--- src/design/queue_with_delete_by_id_unit_assert.svh ---
`ifndef QUEUE_WITH_DELETE_BY_ID_UNIT_ASSERT_SVH
`define QUEUE_WITH_DELETE_BY_ID_UNIT_ASSERT_SVH

// Same-cycle implication, checked on every clock edge outside reset.
`define QWD_ASSERT_IMPL(lbl, ante, cons, msg) \
  lbl: assert property (@(posedge clk_i) disable iff (!rst_ni) (ante) |-> (cons)) \
    else $error(msg);

// Next-cycle implication.
`define QWD_ASSERT_NEXT(lbl, ante, cons, msg) \
  lbl: assert property (@(posedge clk_i) disable iff (!rst_ni) (ante) |=> (cons)) \
    else $error(msg);

`endif

--- src/design/qwd_pkg.sv ---
package qwd_pkg;

  localparam int DepthDefault = 256;

  localparam int FuncW   = 2;
  localparam int IdW     = 32;
  localparam int StatusW = 2;
  localparam int CountW  = 9;

  // out_ident and count, padded to whole bytes
  localparam int OutDataW = ((IdW + CountW + 7) / 8) * 8;

  typedef enum logic [FuncW-1:0] {
    FUNC_ENQ    = 2'd0,
    FUNC_REMOVE = 2'd1,
    FUNC_DEQ    = 2'd2,
    FUNC_NOP    = 2'd3
  } func_e;

  typedef enum logic [StatusW-1:0] {
    STAT_OK        = 2'd0,
    STAT_FULL      = 2'd1,
    STAT_NOT_FOUND = 2'd2,
    STAT_EMPTY     = 2'd3
  } status_e;

  typedef enum logic [1:0] {
    CELL_HOLD,
    CELL_LOAD,
    CELL_SHIFT
  } cell_op_e;

  typedef enum logic {
    S_IDLE,
    S_EXEC
  } state_e;

  // Broadcast from the controller to every cell
  typedef struct packed {
    logic           cmp;
    cell_op_e       op;
    logic [IdW-1:0] key;
  } cell_ctrl_t;

endpackage

--- src/design/qwd_prefix_or.sv ---
module qwd_prefix_or #(
  parameter int N = qwd_pkg::DepthDefault
) (
  input  logic [N-1:0] vec_i,
  output logic [N-1:0] pre_o
);
  import qwd_pkg::*;

  localparam int Levels = (N > 1) ? $clog2(N) : 1;

  logic [N-1:0] lvl [Levels+1];

  assign lvl[0] = vec_i;

  // Parallel prefix: bit i becomes the OR of bits 0 to i
  for (genvar s = 0; s < Levels; s++) begin : g_lvl
    for (genvar i = 0; i < N; i++) begin : g_bit
      if (i >= (1 << s)) begin : g_or
        assign lvl[s+1][i] = lvl[s][i] | lvl[s][i - (1 << s)];
      end else begin : g_pass
        assign lvl[s+1][i] = lvl[s][i];
      end
    end
  end

  assign pre_o = lvl[Levels];

endmodule

--- config.mk ---
export PLATFORM = sky130hd
export DESIGN_NAME = qwd_prefix_or
export DESIGN_NICKNAME = d
export VERILOG_FILES = /design/src/design/queue_with_delete_by_id_unit_assert.svh /design/src/design/qwd_pkg.sv /design/src/design/qwd_prefix_or.sv
export SDC_FILE = /design/constraint.sdc
export NUM_CORES = 1
export LEC_CHECK = 0
export BUFFER_PORTS_ARGS = -buffer_cell sky130_fd_sc_hd__buf_2
export CAP_MARGIN = 15
export CORE_AREA = 2 2 201 203
export DETAILED_ROUTE_END_ITERATION = 6
export DIE_AREA = 0 0 203 205
export SLEW_MARGIN = 0
export SYNTH_ARGS = -nofsm -noshare
export SYNTH_HDL_FRONTEND = slang
export SYNTH_SLANG_ARGS = --single-unit
--- constraint.sdc ---
create_clock -name vclk -period 2.5
set_input_delay 0.25 -clock vclk [all_inputs]
set_output_delay 0.25 -clock vclk [all_outputs]
set_load 0.02 [all_outputs]
After elaboration in Yosys (flattened, before gate mapping)
Index checks and enable logic that the tools add are counted.
{"block": "op_classes", "n_bitwise": 1793}
{"op": "bitwise OR 1 bit", "n": 1793}
{"block": "word_totals", "input_bits": 256, "out_inout_bits": 256, "elab_cells": 1793, "regBits": 0}

Longest topological paths before layout
{"block": "logic_depth", "word_depth": 8, "mapped_depth": 9, "ltp_nobuf": 8}

Worst setup path before layout
Ideal clock, no wire load.
{"block": "synth_timing", "path_type": "input port to output port", "start": "in vec_i[12]", "end": "out pre_o[65]", "t_arrival_ns": 2.804, "n_path_buf": 0, "cell_stages": 7, "slack_ns": -0.554, "path_cell_list": "nor4_1 nand4_1 nor3_1 inv_1 nor3_1 nand4_1 or4_1"}
{"block": "synth_via", "elab_chain_cells": 7}
{"element": "start, declared", "line": "qwd_prefix_or.sv:4", "rtl": "input logic [N-1:0] vec_i,"}
{"element": "bitwise OR 1 bit (7 in series)", "line": "qwd_prefix_or.sv:19", "rtl": "assign lvl[s+1][i] = lvl[s][i] | lvl[s][i - (1 << s)];"}
{"element": "end, declared", "line": "qwd_prefix_or.sv:5", "rtl": "output logic [N-1:0] pre_o"}
Every way passes these cells.

Worst setup path after layout
{"block": "layout_timing", "start": "in vec_i[17]", "end": "out pre_o[244]"}
{"block": "layout_via", "elab_chain_cells": 8}
{"element": "bitwise OR 1 bit (8 in series)", "line": "qwd_prefix_or.sv:19"}
Every way passes these cells.

==> impl_metrics.json <==
{
  "yosysWarningCount": 0,
  "detail_route.wirelength_mm": 59.7,
  "ys_seq_area_share_pct": 0,
  "hp-class": "in -> out",
  "fmax_ghz": 0.327,
  "setup-violations-final": 158,
  "avgRoutedWirePerCell_um": 23.3,
  "io_buffers": 512,
  "min_period_ps": 3060,
  "slew_headroom_pct": 50.8,
  "cp_data_required_time_ps": 2250,
  "max_stage_delay_ps": 470,
  "crit_fanout": 2,
  "syn_avg_cell_area_um2": 5.33,
  "die_y_um": 205,
  "drc": 0,
  "arrival_ps": 2810,
  "antenna_found_initial": 11,
  "grt_usage_pct": 27.1,
  "violations": "setup timing",
  "nClkBuffers": 0,
  "regArea_um2": 0,
  "hold_viol": 0,
  "endpoint_kind": "output port",
  "die_x_um": 203,
  "start_util_pct": 11.9,
  "crit_type": "in -> out",
  "design.core.area_um2": 39400,
  "status": "finished, violations left",
  "vias_per_cell": 4.84,
  "rsz0062_at_grt": "true",
  "power_leakage_uw": 0.00757,
  "ir_worst_vdd_uv": 52.9,
  "start_kind": "input pin",
  "drive_gt1_share_pct": 72.0,
  "syn_area_um2": 4690,
  "final_area_um2": 16400,
  "dpl.hpwl_mm": 52.2,
  "layout.nets": 2287,
  "yosysUniqueCellTypes": 37,
  "syn_inst": 880,
  "route.vias.total": 12400,
  "postRouteAntennaNets": 0,
  "final_max_slew_viol_count": 0,
  "rows": 73,
  "placed_area_um2": 12400,
  "nFlopsAndLatches": 0,
  "cap_viol_max_count": 0,
  "dieArea_um2": 41600,
  "path_cells": "buf_8 -> nor4_4 -> nand4_1 -> nor4_4 -> buf_4 -> nand2_4 -> nor3_4 -> inv_2 -> or4_4 -> or3_4 -> buf_6",
  "overflow": 0,
  "multi_input_area_um2": 6320,
  "grt_pass1_wl_mm": 83.7,
  "worst_pin_slew_ps": 731,
  "grt_max_degree": 12,
  "cts-hold-fix-buffers": 0,
  "ios": 512,
  "syn_nets": 1136,
  "dr.pass1.iters": 5,
  "first_global_vias": 12900,
  "worst_path_max_delay_cell": "or4_4",
  "total_power_uw": 1100,
  "cp_common_cell": "nor4_4",
  "syn_to_final_growth_pct": 250,
  "fillers": 4153,
  "min_period_over_period_pct": 122,
  "drt_iter0_drc": 637,
  "power_density_nw_per_um2": 67.2,
  "fin_ws_ps": -558,
  "place.gp.congestion": 0.998
}
kinds of logic after synthesis:
| logic type | after synthesis | share of synthesized area [%] |
|---|---|---|
| buffers and inverters | 50 | 4.11 |
| and+or+nand+nor | 830 | 95.9 |
path summary, 6_finish.rpt:
kind	start	to	slack [ps]	cells after the start
max	vec_i[17]	pre_o[244]	-560	11
min	vec_i[0]	pre_o[0]	790	2
where the power goes:
group          switching (µW)  internal (µW)  total [µW]
registers                   0              0           0
clock network               0       0.000268    0.000268
logic                     552            550        1100
critical path, delay by kind of cell:
kind                   cells  cell delay (ps)
buffers and inverters      4              500
AND/OR/NAND/NOR            7             2060
layout by cell type (no fill, tap or decap), types with 4 or more instances in the layout:
cell type | Yosys | layout
nand4_1 | 72 | 72
inv_1 | 37 | 11
nand3b_1 | 8 | 8
nand3_1 | 98 | 55
nand2_2 | 2 | 19
inv_4 | 0 | 10
nand2b_4 | 0 | 4
nor2_1 | 156 | 135
or3_1 | 30 | 18
buf_12 | 0 | 17
nor2_4 | 0 | 15
nor3_1 | 92 | 68
nor3_2 | 3 | 13
buf_6 | 0 | 272
buf_4 | 1 | 537
diode_2 | 0 | 5
or4_1 | 18 | 10
nor4_1 | 103 | 61
and4_4 | 0 | 4
nor4_4 | 4 | 37
or2_2 | 18 | 13
nor4_2 | 9 | 18
and4_1 | 13 | 8
nor3_4 | 1 | 15
buf_2 | 1 | 319
nand2b_1 | 8 | 4
or3_4 | 0 | 12
nand3_4 | 0 | 17
or2_4 | 0 | 5
and2_1 | 7 | 5
inv_2 | 4 | 20
nand3_2 | 0 | 26
buf_8 | 0 | 13
nand2_4 | 0 | 40
and3_1 | 14 | 12
or4_4 | 1 | 9
nand2_1 | 141 | 83
nor2_2 | 1 | 7
nand4b_1 | 13 | 13
cells in the mapped netlist, types with 9 or more instances:
cell | instances | share of area, %
nor4_2 | 9 | 2.4
nand3_1 | 98 | 10
nand2_1 | 141 | 11
and3_1 | 14 | 1.9
nand4b_1 | 13 | 2.4
and4_1 | 13 | 2.4
nor3_1 | 92 | 9.8
nor2_1 | 156 | 12
nor4_1 | 103 | 14
inv_1 | 37 | 3.0
nand4_1 | 72 | 9.6
or2_2 | 18 | 2.4
or4_1 | 18 | 2.9
or3_1 | 30 | 4.0
through the flow:
step	hold WS (ps)	setup slack, ps	cells	util, %	setup TNS [ps]
after floorplan	613	-272	880	-	-3610
after global placement	782	-563	2452	31.6	-53580
after detailed placement	795	-602	2452	31.6	-48260
after CTS	795	-528	2512	38.6	-28030
after global routing	809	-650	2557	41.6	-54110
final	794	-558	2559	41.7	-32410
routing by layer:
| metal | up-vias | part of all wire [%] | global-route usage [%] |
|---|---|---|---|
| met1 | 5946 | 38 | 30.4 |
| met2 | 617 | 51 | 51.4 |
| li1 | 5682 | - | - |
| met5 | - | 0.094 | 0 |
| met4 | 8 | 4.9 | 10.2 |
| met3 | 142 | 6.4 | 3.91 |
repair_timing:
action / 4_1_cts / 5_1_grt
gates resized for setup: 611 / 219
setup endpoints to repair: 179 / 201
pin swaps: 86 / 67
gates cloned: 2 / 0
buffers inserted: 67 / 62
area by class of cell:
cell class | instances | share of cell area, %
timing repair buffer | 1158 | 56.3
antenna | 5 | 0.0763
inverter | 41 | 1.09
multi-input combinational | 830 | 38.6
tap | 525 | 4.01
Power figures use the tool's default switching activity.
