<file path="config.mk">
export PLATFORM = sky130hd
export DESIGN_NAME = qwd_cell
export DESIGN_NICKNAME = d
export VERILOG_FILES = /design/src/design/queue_with_delete_by_id_unit_assert.svh /design/src/design/qwd_pkg.sv /design/src/design/qwd_cell.sv
export SDC_FILE = /design/constraint.sdc
export NUM_CORES = 1
export LEC_CHECK = 0
export BUFFER_PORTS_ARGS = -buffer_cell sky130_fd_sc_hd__buf_4
export CAP_MARGIN = 20
export CORE_MARGIN = 2
export CORE_UTILIZATION = 47
export DETAILED_ROUTE_END_ITERATION = 16
export PLACE_DENSITY = 0.85
export SLEW_MARGIN = 15
export SYNTH_ARGS = -nofsm -noshare
export SYNTH_HDL_FRONTEND = slang
export SYNTH_SLANG_ARGS = --single-unit
</file>
<file path="constraint.sdc">
create_clock -name clk_i -period 9.3 [get_ports clk_i]
set_input_delay 0.465 -clock clk_i [delete_from_list [all_inputs] [get_ports clk_i]]
set_output_delay 0.465 -clock clk_i [all_outputs]
set_load 0.02 [all_outputs]
</file>
<file path="src/design/queue_with_delete_by_id_unit_assert.svh">
`ifndef QUEUE_WITH_DELETE_BY_ID_UNIT_ASSERT_SVH
`define QUEUE_WITH_DELETE_BY_ID_UNIT_ASSERT_SVH

// Same-cycle implication, checked on every clock edge outside reset.
`define QWD_ASSERT_IMPL(lbl, ante, cons, msg) \
  lbl: assert property (@(posedge clk_i) disable iff (!rst_ni) (ante) |-> (cons)) \
    else $error(msg);

// Next-cycle implication.
`define QWD_ASSERT_NEXT(lbl, ante, cons, msg) \
  lbl: assert property (@(posedge clk_i) disable iff (!rst_ni) (ante) |=> (cons)) \
    else $error(msg);

`endif

</file>
<file path="src/design/qwd_pkg.sv">
package qwd_pkg;

  localparam int DepthDefault = 256;

  localparam int FuncW   = 2;
  localparam int IdW     = 32;
  localparam int StatusW = 2;
  localparam int CountW  = 9;

  // out_ident and count, padded to whole bytes
  localparam int OutDataW = ((IdW + CountW + 7) / 8) * 8;

  typedef enum logic [FuncW-1:0] {
    FUNC_ENQ    = 2'd0,
    FUNC_REMOVE = 2'd1,
    FUNC_DEQ    = 2'd2,
    FUNC_NOP    = 2'd3
  } func_e;

  typedef enum logic [StatusW-1:0] {
    STAT_OK        = 2'd0,
    STAT_FULL      = 2'd1,
    STAT_NOT_FOUND = 2'd2,
    STAT_EMPTY     = 2'd3
  } status_e;

  typedef enum logic [1:0] {
    CELL_HOLD,
    CELL_LOAD,
    CELL_SHIFT
  } cell_op_e;

  typedef enum logic {
    S_IDLE,
    S_EXEC
  } state_e;

  // Broadcast from the controller to every cell
  typedef struct packed {
    logic           cmp;
    cell_op_e       op;
    logic [IdW-1:0] key;
  } cell_ctrl_t;

endpackage

</file>
<file path="src/design/qwd_cell.sv">
module qwd_cell (
  input  logic                       clk_i,
  input  logic                       rst_ni,
  input  qwd_pkg::cell_ctrl_t        ctrl_i,
  input  logic                       shift_i,
  input  logic                       prev_valid_i,
  input  logic                       next_valid_i,
  input  logic [qwd_pkg::IdW-1:0]    next_ident_i,
  output logic                       valid_o,
  output logic [qwd_pkg::IdW-1:0]    ident_o,
  output logic                       match_o
);
  import qwd_pkg::*;

  logic           valid_q, valid_d;
  logic [IdW-1:0] ident_q, ident_d;
  logic           match_q, match_d;
  logic           tail;

  // First empty cell behind a full one is the tail slot
  assign tail = !valid_q && prev_valid_i;

  always_comb begin
    valid_d = valid_q;
    ident_d = ident_q;
    unique case (ctrl_i.op)
      CELL_HOLD: begin
      end
      CELL_LOAD: begin
        if (tail) begin
          valid_d = 1'b1;
          ident_d = ctrl_i.key;
        end
      end
      CELL_SHIFT: begin
        // take the neighbor toward the tail, closing the gap
        if (shift_i) begin
          valid_d = next_valid_i;
          ident_d = next_ident_i;
        end
      end
      default: begin
      end
    endcase
    match_d = ctrl_i.cmp ? (valid_q && (ident_q == ctrl_i.key)) : match_q;
  end

  always_ff @(posedge clk_i or negedge rst_ni) begin
    if (!rst_ni) begin
      valid_q <= 1'b0;
      match_q <= 1'b0;
    end else begin
      valid_q <= valid_d;
      match_q <= match_d;
    end
  end

  always_ff @(posedge clk_i) begin
    ident_q <= ident_d;
  end

  assign valid_o = valid_q;
  assign ident_o = ident_q;
  assign match_o = match_q;

endmodule

</file>
Word-level counts from Yosys, hierarchy flattened
Index checks and enable logic that the tools add are counted.
{"block": "totals", "register_bits": 34, "out_inout_bits": 34, "elab_cells": 19}
{"block": "classes", "eq_ne": 5, "muxes": 6, "n_reduce_logical": 5}
{"cell": "$mux W32", "n": 2}
{"cell": "$pmux W32 S2", "n": 1}
{"cell": "$eq A32 B32 Y1", "n": 1}
{"cell": "$ne A2 B2 Y1 const B", "n": 2}
{"cell": "$reduce_and A3 Y1", "n": 1}
{"cell": "$eq A2 B1 Y1 const B", "n": 1}
{"cell": "$eq A2 B2 Y1 const B", "n": 1}
{"cell": "$logic_and A1 B1 Y1", "n": 2}
{"cell": "$mux W1", "n": 2}
{"cell": "$pmux W1 S2", "n": 1}
{"cell": "$reduce_bool A2 Y1", "n": 1}
{"cell": "$logic_not A1 Y1", "n": 1}

Longest topological paths before layout
Gate-level depths: netlist (run 1).
{"block": "depth", "word_depth": 4, "depth_mapped": 5, "ltp_nobuf": 4}

Worst setup path after synthesis (run 1)
OpenSTA, ideal clock, no wires.
{"block": "synth_path", "kind": "reg-to-reg", "start": "reg valid_q (netlist: valid_o)", "end": "reg valid_q (netlist: valid_o)", "setup_time_ns": 0.131, "arrival_ns": 3.470, "required_time_ns": 9.169, "path_slack_ns": 5.699, "path_stages_with_launch": 4, "path_buffers": 0, "period_less_slack_ns": 3.601, "cell_sequence": "dfrtp_1 nand3b_1 o21ai_0 mux2_2"}
{"block": "synth_via", "elab_chain_len": 4}
{"item": "start, declared", "line": "qwd_cell.sv:15", "text": "logic valid_q, valid_d;"}
{"item": "start signal, assigned", "line": "qwd_cell.sv:53", "text": "valid_q <= valid_d;"}
{"item": "$logic_not A1 Y1", "line": "qwd_cell.sv:21", "text": "assign tail = !valid_q && prev_valid_i;"}
{"item": "$logic_and A1 B1 Y1", "line": "qwd_cell.sv:21"}
{"item": "$ne A2 B2 Y1 (no source line)"}
{"item": "$reduce_and A3 Y1 (no source line)"}
No other way between the ends.
A chain may end at the register's enable or synchronous reset.

Worst setup path after layout (run 1)
{"block": "layout_path", "start": "in ctrl_i[33] (netlist name)", "end": "reg valid_q (netlist: valid_o)"}
{"block": "layout_via", "elab_chain_len": 3, "word_cells_on_any_way": 7, "cone_classes": "eq/ne (4); mux (1); reduce/logical (2)"}
{"item": "start, declared", "line": "qwd_cell.sv:4", "text": "input qwd_pkg::cell_ctrl_t ctrl_i,"}
{"item": "$eq A2 B1 Y1 / $eq A2 B2 Y1 (equally long branches)", "line": "qwd_cell.sv:26", "text": "unique case (ctrl_i.op)"}
{"item": "$ne A2 B2 Y1 (no source line) / $reduce_bool A2 Y1 (equally long branches)"}
{"item": "$reduce_and A3 Y1 (no source line)"}
Several ways; a longest one is shown, not always the timed one.

==> results of run 1 <==
-- worst register-to-register path, stage by stage, from the launching register on --
cell and delay [ns]:
sky130_fd_sc_hd__dfrtp_1 0.41, sky130_fd_sc_hd__nand3b_1 0.22, sky130_fd_sc_hd__o21ai_4 0.81, sky130_fd_sc_hd__mux2_2 0.42
-- power by group through the flow --
| stage | clock network, W | logic [W] | registers (W) |
|---|---|---|---|
| global route | 0.000111 | 0.0000848 | 0.000184 |
| detailed placement | 0 | 0.0000787 | 0.000186 |
| finish | 0.000102 | 0.0000785 | 0.000183 |
| floorplan | 0 | 0.0000279 | 0.000195 |
| CTS | 0.000105 | 0.0000793 | 0.000183 |
| global placement | 0 | 0.0000763 | 0.000186 |
-- registers in the layout (all words and copies together), names as in the netlist --
name,flops
ident_o,32
valid_o,1
match_o,1
-- cell families (layout without fill, tap and decap cells) --
kind of cell	count (synthesis)	in the layout	share of synthesized area
flip-flops	34	34	0.561
multiplexers	33	33	0.206
XOR/XNOR	31	31	0.151
AND/OR/NAND/NOR	16	16	0.0549
buffers and inverters	5	115	0.0125
AO/OA/AOI/OAI	3	3	0.0146
-- repair_timing --
item	CTS	global route
hold endpoints to repair	2	0
hold buffers	1	0
setup endpoints to repair	0	0
buffers inserted	0	0
-- metrics by stage --
stage / util / cell area (um2)
after global placement: 0.724 / 2650
after floorplan: - / 1800
after global routing: 0.748 / 2740
after CTS: 0.748 / 2740
final: 0.748 / 2740
after detailed placement: 0.724 / 2650
-- final timing paths --
path	from	endpoint	slack, ns	depth (start not counted)
max	ctrl_i[33]	valid_o	7.08	5
min	next_ident_i[2]	ident_o[2]	0.49	2
max reg2reg	valid_o	valid_o	7.34	3
min reg2reg	match_o	match_o	0.52	2
max in group asynchronous	rst_ni	match_o	8.70	2
min in group asynchronous	rst_ni	valid_o	0.51	2
-- placed cells by master (no fill, tap or decap), drive strengths merged --
master	count
edfxtp	32
o31ai	1
inv	1
dlygate4sd3	1
dfrtp	2
nand3b	1
o21ai	1
buf	105
nor4	4
nand2	1
nand3	1
o2111ai	1
xnor2	15
nand4	4
nor2b	1
mux2	33
clkbuf	8
nand2b	3
or4	1
xor2	16
-- routing by layer --
metal | GRT usage | part of all wire | up-vias
li1 | - | - | 673
met1 | 0.243 | 0.36 | 642
met2 | 0.384 | 0.55 | 56
met3 | 0.0613 | 0.062 | 9
met4 | 0.0885 | 0.025 | 0
met5 | 0 | 0 | -
-- final cells by class --
cell class / instances / area (um2) / area share
inverter: 1 / 3.75 / 0.00137
multi-input combinational: 83 / 787 / 0.287
sequential: 34 / 1010 / 0.369
timing repair buffer: 106 / 798 / 0.291
tap: 48 / 60.1 / 0.0219
clock buffer: 8 / 80.1 / 0.0292
==> results by stage, run 1 <==
Status:
- The flow ran to the end, and the final reports show no timing, DRC or antenna violations.

Clocking:
- The clock root buffer is sky130_fd_sc_hd__clkbuf_8.
- The longest clock path from root to sink contains 2 buffers.
- The CTS clock-pin slew for the worst setup and hold paths is 0.06 ns.
- TritonCTS built the clock tree.
- The depth of the CTS H-tree is 2.
- Post-CTS repair changed the size of 0 cells.
- The insertion delay to the later sink of the worst-skew pair is 0.28 ns.
- Clock tree synthesis found a total of 34 sinks.
- Counting the buffers created by CTS gives 5.

Power:
- The share of total power in combinational logic is 0.216.
- Summed over all cells, the static leakage comes to 1.12 nW.
- Of the total power, the share spent switching nets is 0.238.
- The relative contribution of sequential cells to total power is 0.504.
- Overall power consumption after layout is estimated at 0.000364 W.
- Power spread over the standard cell area amounts to 133 nW/um2.
- Summed over all nets, the switching power comes to 0.0000866 W.
- The worst voltage drop across the vdd grid is 103 uV.
- Of the total power, the clock network draws 0.280.
- The cell-internal power is 0.000277 W.

Drt:
- The detailed router placed 1,380 vias in this run.
- The final layout contains routed wiring with a total length of 4400 um.
- The first detailed-routing pass ran for 4 iterations.
- In the routed design, unresolved DRC markers number 0.
- Dividing the detail-routed via count by the number of cells gives 4.93.
- The routed length per instance is 15.7 um.
- The count of nets left with antenna violations once routing finished came out at 0.
- The initial DRC count is 42.

Place:
- The post-placement worst setup slack is 6.74 ns.
- The final HPWL from detailed placement is 3460 um.
- The count of input and output buffers is 105.
- The final RePlAce weighted congestion is 0.805.
- In this run, placement finished with an instance count of 271.

STA:
- Setup violations remaining at the end of the flow were counted as 0.
- Setup repair after global routing left no endpoint under its margin.
- The minimum period implied by the final worst setup slack is 2.22 ns.
- The transition time at the pin with the least slew margin is 1.03 ns.
- The total count of hold-check failures in the final report was 0.
- The number of max-slew violations in the final report is 0.
- The clock skew is 0.00407 ns.
- In the finished design, the share of the clock period the worst path needs comes to 0.239.
- The peak clock frequency supported by timing is 451 MHz.
- Setup total negative slack on the finished layout was measured at 0 ns.
- The setup slack of the critical path after layout is 7.08 ns.
- The hold slack is 0.486 ns.
- The worst pin sits at a relative slew slack of 0.311.

GRT:
- The initial antenna violation count is 0.
- The via count of the first global-routing pass is 1,443.
- The first global-routing pass estimated 6890 um of wire.
- The overall global routing resource usage is 0.217.
- After global routing the overflow that remains totals 0.
- The pin count of the biggest net entering global routing is 35.

Worst setup path:
- The slowest stage cell on the critical path is sky130_fd_sc_hd__nor2b_4.
- The setup path with the least slack is of type primary input to flop.
- The signal on the critical path passes through buf_4 > nor2b_4 > nand2_1 > o21ai_4 > mux2_2.
- Data arrives at the worst endpoint at 2.39 ns.
- The kind of cell with the highest combined delay along the critical path is simple AND/OR/NAND/NOR gates.
- The maximum fanout count along the critical path is 34.
- The required time of the critical path is 9.47 ns.
- The critical path endpoint category is a flop.
- The sort of element at the start of the critical path is a primary input.
- Counting both buffers and inverters, the worst setup path holds a total of 1.
- The largest stage delay on the critical path is 0.76 ns.

Hold path:
- The class of the worst hold path is primary input to flop.

Synth:
- The number of nets in the synthesized netlist is 194.
- sky130_fd_sc_hd__mux2_2 is the most common cell in the netlist.
- The async set or reset register ratio after synthesis is 0.0588.
- The average instance area after synthesis is 14.8 um2.
- The synthesized design contains 34 register bits.
- In the synthesized netlist, the cells that appear most often are sky130_fd_sc_hd__mux2_2 (33), sky130_fd_sc_hd__edfxtp_1 (32), sky130_fd_sc_hd__xor2_1 (16).
- The number of enable-type register cells in the synthesized netlist is 32.
- The top cell type's share of synthesized area is 0.533.
- Summing every instance area after synthesis gives 1800 um2.
- During synthesis, Yosys emitted a total of 0 warnings.
- The number of unique standard cell types used by synthesis is 19.
- The largest total area in the synthesized netlist belongs to sky130_fd_sc_hd__edfxtp_1.
- The share of the Yosys chip area taken by registers is 0.561.
- The most common flop cell mapped by yosys is sky130_fd_sc_hd__edfxtp_1.
- In the synthesized netlist, the number of instances is 122.
- By area the synthesized netlist is led by sky130_fd_sc_hd__edfxtp_1 (53%), sky130_fd_sc_hd__mux2_2 (21%), sky130_fd_sc_hd__xor2_1 (7.8%), sky130_fd_sc_hd__xnor2_1 (7.3%), sky130_fd_sc_hd__dfrtp_1 (2.8%).

Die:
- The floorplan has 22 rows.
- The floorplan core area is 3660 um2.
- The die covers 4340 um2.
- The die outline height is 65.9 um.
- The initial core utilization is 0.492.
- 106 I/O pins were placed.
- In this run the horizontal extent of the chip is 65.9 um.

Final layout:
- The number of antenna cells inserted is 0.
- Leaving out filler cells and counting taps, the final layout contains 280.
- In the final layout, the share of cells above drive strength 1 is 0.629.
- The number of nets in the layout is 303.
- Compared with the post-synthesis result, the final layout area differs by 52.1%.
- Counting the fill cells in the layout gives 275.

Job:
- The max capacitance violation total is 0.
Note: power is estimated with default switching activity, not from simulation.
==> run 2, diff against run 1 <==
- ABC_AREA: default -> 1
- CORE_UTILIZATION: 47 -> 45
- PLACE_DENSITY: 0.85 -> 0.8
- clock period: 9.3 -> 2.2 ns (I/O delays scaled with it)
==> run 2 against run 1 <==
Via count up 33%. Combinational power grew to 5.1 times the previous value. Die area up 17%. Register-to-register slack got worse by 6.5 ns. Flip-flop and latch count did not move. Cell count grew 41%. Hold slack worse by 0.40 ns. Synthesized cell count rose by 90%. Power rose to 4.4 times the previous value. Global-route usage fell by 2.3 points. Largest cell class unchanged.
==> results by stage, run 2 <==
Synth:
- Among all flip-flop cells after synthesis, the most frequent one is sky130_fd_sc_hd__edfxtp_1.
- Summed over all instances, the cell type with the most area after synthesis is sky130_fd_sc_hd__edfxtp_1.
- The number of nets handed over by synthesis was 304.
- In this run, synthesis inferred 32 flip-flops with an integrated enable.
- In this run, synthesis produced a sequential element count of 34.
- The async set or reset register ratio after synthesis is 0.0588.
- By area the synthesized netlist is led by sky130_fd_sc_hd__edfxtp_1 (47%), sky130_fd_sc_hd__nand2_1 (9.8%), sky130_fd_sc_hd__inv_1 (7.6%), sky130_fd_sc_hd__mux2_4 (7.4%), sky130_fd_sc_hd__nor2_1 (6.5%).
- The commonest cells after synthesis are sky130_fd_sc_hd__nand2_1 (53), sky130_fd_sc_hd__inv_1 (41), sky130_fd_sc_hd__nor2_1 (35).
- Of the post-synthesis cell area, the dominant cell type holds 0.472.
- Synthesis handed over a netlist of 232 instances.
- The sequential-to-total area share from yosys stat is 0.497.
- Counting distinct cell types in the post-synthesis netlist gives 19.
- For this run, the number of Yosys warnings is 0.
- The average instance area after synthesis is 8.77 um2.
- The cell area that synthesis handed to floorplanning was 2040 um2.
- The leading cell type by number of instances after synthesis is sky130_fd_sc_hd__nand2_1.

GRT:
- The global-route wire length before repair is 7850 um.
- The most utilized layer in the global route result is met2.
- For met1 alone, demand over resource in global routing was 0.243.
- The via count of the first global-routing pass is 1,820.
- The initial antenna violation count is 0.
- The pin count of the biggest net entering global routing is 31.
- The met3 demand-to-capacity share in global routing is 0.0464.
- The total grt overflow is 0.
- For this run, global-route usage on met2 was measured as 0.347.
- In the global route stage, overall resource usage came out at 0.194.

Power:
- The static leakage is 1.50 nW.
- Power spread over the standard cell area amounts to 543 nW/um2.
- The worst voltage drop across the vdd grid is 564 uV.

Drt:
- For this run, the detailed router's first-pass iteration total came to 4.
- The initial DRC count is 90.
- The count of unresolved DRC violations after routing is 0.
- Dividing the detail-routed via count by the number of cells gives 4.64.
- The routed wire length is 4790 um.
- The detail route stage leaves a number of antenna-violating nets equal to 0.
- The total via count after detailed routing is 1,834.
- Dividing the detail-routed wire length by the instance count gives 12.1 um.

STA:
- The clock skew is 0.00455 ns.
- The transition time at the pin with the least slew margin is 0.602 ns.
- The total count of hold-check failures in the final report came to 0.
- The ratio of final minimum period to clock period is 0.623.
- The minimum period implied by the final worst setup slack is 1.37 ns.
- The relative max-transition margin is 0.599.
- The number of max-slew violations in the final report is 0.
- The sum of negative setup slack is 0 ns.
- Static timing analysis puts the maximum clock frequency at 729 MHz.
- Hold is met by 0.0818 ns.
- Setup repair after global routing left no endpoint under its margin.
- Setup violations remaining at the end of the flow were counted as 0.

Clocking:
- The total number of clock tree sinks is 34.
- The later pin in the worst-skew pair is clocked with a latency of 0.27 ns.
- TritonCTS built the clock tree.
- The longest clock path from root to sink contains 2 buffers.
- The tree is rooted in a sky130_fd_sc_hd__clkbuf_8.
- The depth of the CTS H-tree is 2.
- The CTS clock-pin slew for the worst setup and hold paths is 0.06 ns.
- The number of buffers inserted during clock tree synthesis is 5.
- The number of buffers inserted to repair setup after CTS is 0.

Place:
- The number of placed instances, taps included, is 386.
- The wire-length estimate of the detail-placed layout is 3860 um.
- The final RePlAce weighted congestion is 0.815.
- The count of input and output buffers is 105.

Die:
- The die outline height is 71.3 um.
- For this design the top-level I/O count stands at 106.
- For this configuration, the core starts out at a cell density of 0.468.
- The initialized floorplan defines 24 standard-cell rows.
- The floorplan core area is 4350 um2.
- The floorplan step defined a die boundary enclosing 5080 um2.
- The chip width is 71.3 um.

Worst setup path:
- In this run the worst path has a maximum fanout of 30.
- STA classifies the critical path endpoint as a flop.
- The signal arrival time at the worst endpoint is 1.39 ns.
- STA puts the critical path data required time at 2.22 ns.
- STA classifies the critical path startpoint as a primary input.
- The kind of critical path is primary input to flop.

Final layout:
- The layout has 366 filler cells.
- The most common cell after layout, fill and taps aside is sky130_fd_sc_hd__buf_4.
- The fraction of layout instances using a drive strength above 1 is 0.385.
- The filler-free cell count of the finished design is 395.
- The number of nets in the layout is 414.
- For this run, the share of the core covered by cells in the final layout is 0.682.
- In the layout the commonest cells are sky130_fd_sc_hd__buf_4 (107), sky130_fd_sc_hd__nand2_1 (53), sky130_fd_sc_hd__inv_1 (41).
- The number of flip-flops under the largest register name is 32.
- From synthesis to final layout, the design area changed by 45.9%.
- The number of antenna cells inserted is 0.

Hold path:
- The path class of the tightest hold or removal check is primary input to flop.

Status:
- The flow ran to the end, and the final reports show no timing, DRC or antenna violations.

Job:
- The tool flagged a number of max-cap violations equal to 0.
==> run 2: changes by cell type in the layout (fill, tap and decap cells not counted), sizes merged, moves of 2 or more <==
cell	change
o21ai	+4
xnor2	-7
a21oi	+19
o22ai	+2
nor2	+35
nand3	+5
nand2b	-3
buf	+3
mux2	-20
or2	+5
nand2	+52
xor2	-14
nor4	-4
inv	+40
==> run 2: critical path, stage by stage <==
cell                     delay, ns
sky130_fd_sc_hd__buf_4        0.11
sky130_fd_sc_hd__inv_1        0.05
sky130_fd_sc_hd__or2_2        0.50
sky130_fd_sc_hd__buf_12       0.26
sky130_fd_sc_hd__mux2_2       0.35
==> run 2: kinds of logic after synthesis <==
kind of cell,Yosys count,synth area share
AO/OA/AOI/OAI,26,0.0670
XOR/XNOR,10,0.0430
buffers and inverters,47,0.101
flip-flops,34,0.497
multiplexers,13,0.0903
AND/OR/NAND/NOR,102,0.202
==> run 2: metrics by stage <==
step / area [um2] / setup WS (ns) / total power, W
6_report: 2970 / 0.828 / 0.00161
5_1_grt: 2970 / 0.751 / 0.00169
4_1_cts: 2970 / 0.840 / 0.00163
3_5_place_dp: 2880 / 0.549 / 0.00120
3_3_place_gp: 2880 / 0.585 / 0.00119
2_1_floorplan: 2040 / 0.418 / 0.00101
==> run 2: worst paths after layout <==
kind / end / start / depth (start not counted) / slack, ns
setup / recovery: ident_o[4] / ctrl_i[33] / 5 / 0.83
hold / removal: valid_o / next_valid_i / 3 / 0.08
setup reg to reg: ident_o[17] / valid_o / 4 / 0.85
hold reg to reg: match_o / match_o / 2 / 0.52
max in group asynchronous: valid_o / rst_ni / 2 / 1.95
min in group asynchronous: match_o / rst_ni / 2 / 0.16
==> run 2: final cells by class <==
type,count,area [um2],share of cell area
multi-input combinational,151,826,0.278
clock buffer,8,80.1,0.0270
timing repair buffer,109,833,0.281
tap,52,65.1,0.0219
sequential,34,1010,0.340
inverter,41,154,0.0518
==> run 2: metal layers <==
| layer | wire length (um) | vias to the layer above |
|---|---|---|
| li1 | - | 956 |
| met1 | 1980 | 798 |
| met2 | 2430 | 76 |
| met3 | 355 | 4 |
| met4 | 25 | 0 |
| met5 | 0 | - |
==> run 2: power breakdown <==
| group | total, W | switching [W] | internal (W) |
|---|---|---|---|
| combinational | 0.000398 | 0.000189 | 0.000209 |
| sequential | 0.000789 | 0.0000265 | 0.000763 |
| clock | 0.000425 | 0.000201 | 0.000225 |
==> run 2: repair_timing <==
item                                   in CTS  in global routing
hold buffers                                1                  0
endpoints found under the hold margin       2                  0
gates resized for setup                     0                  0
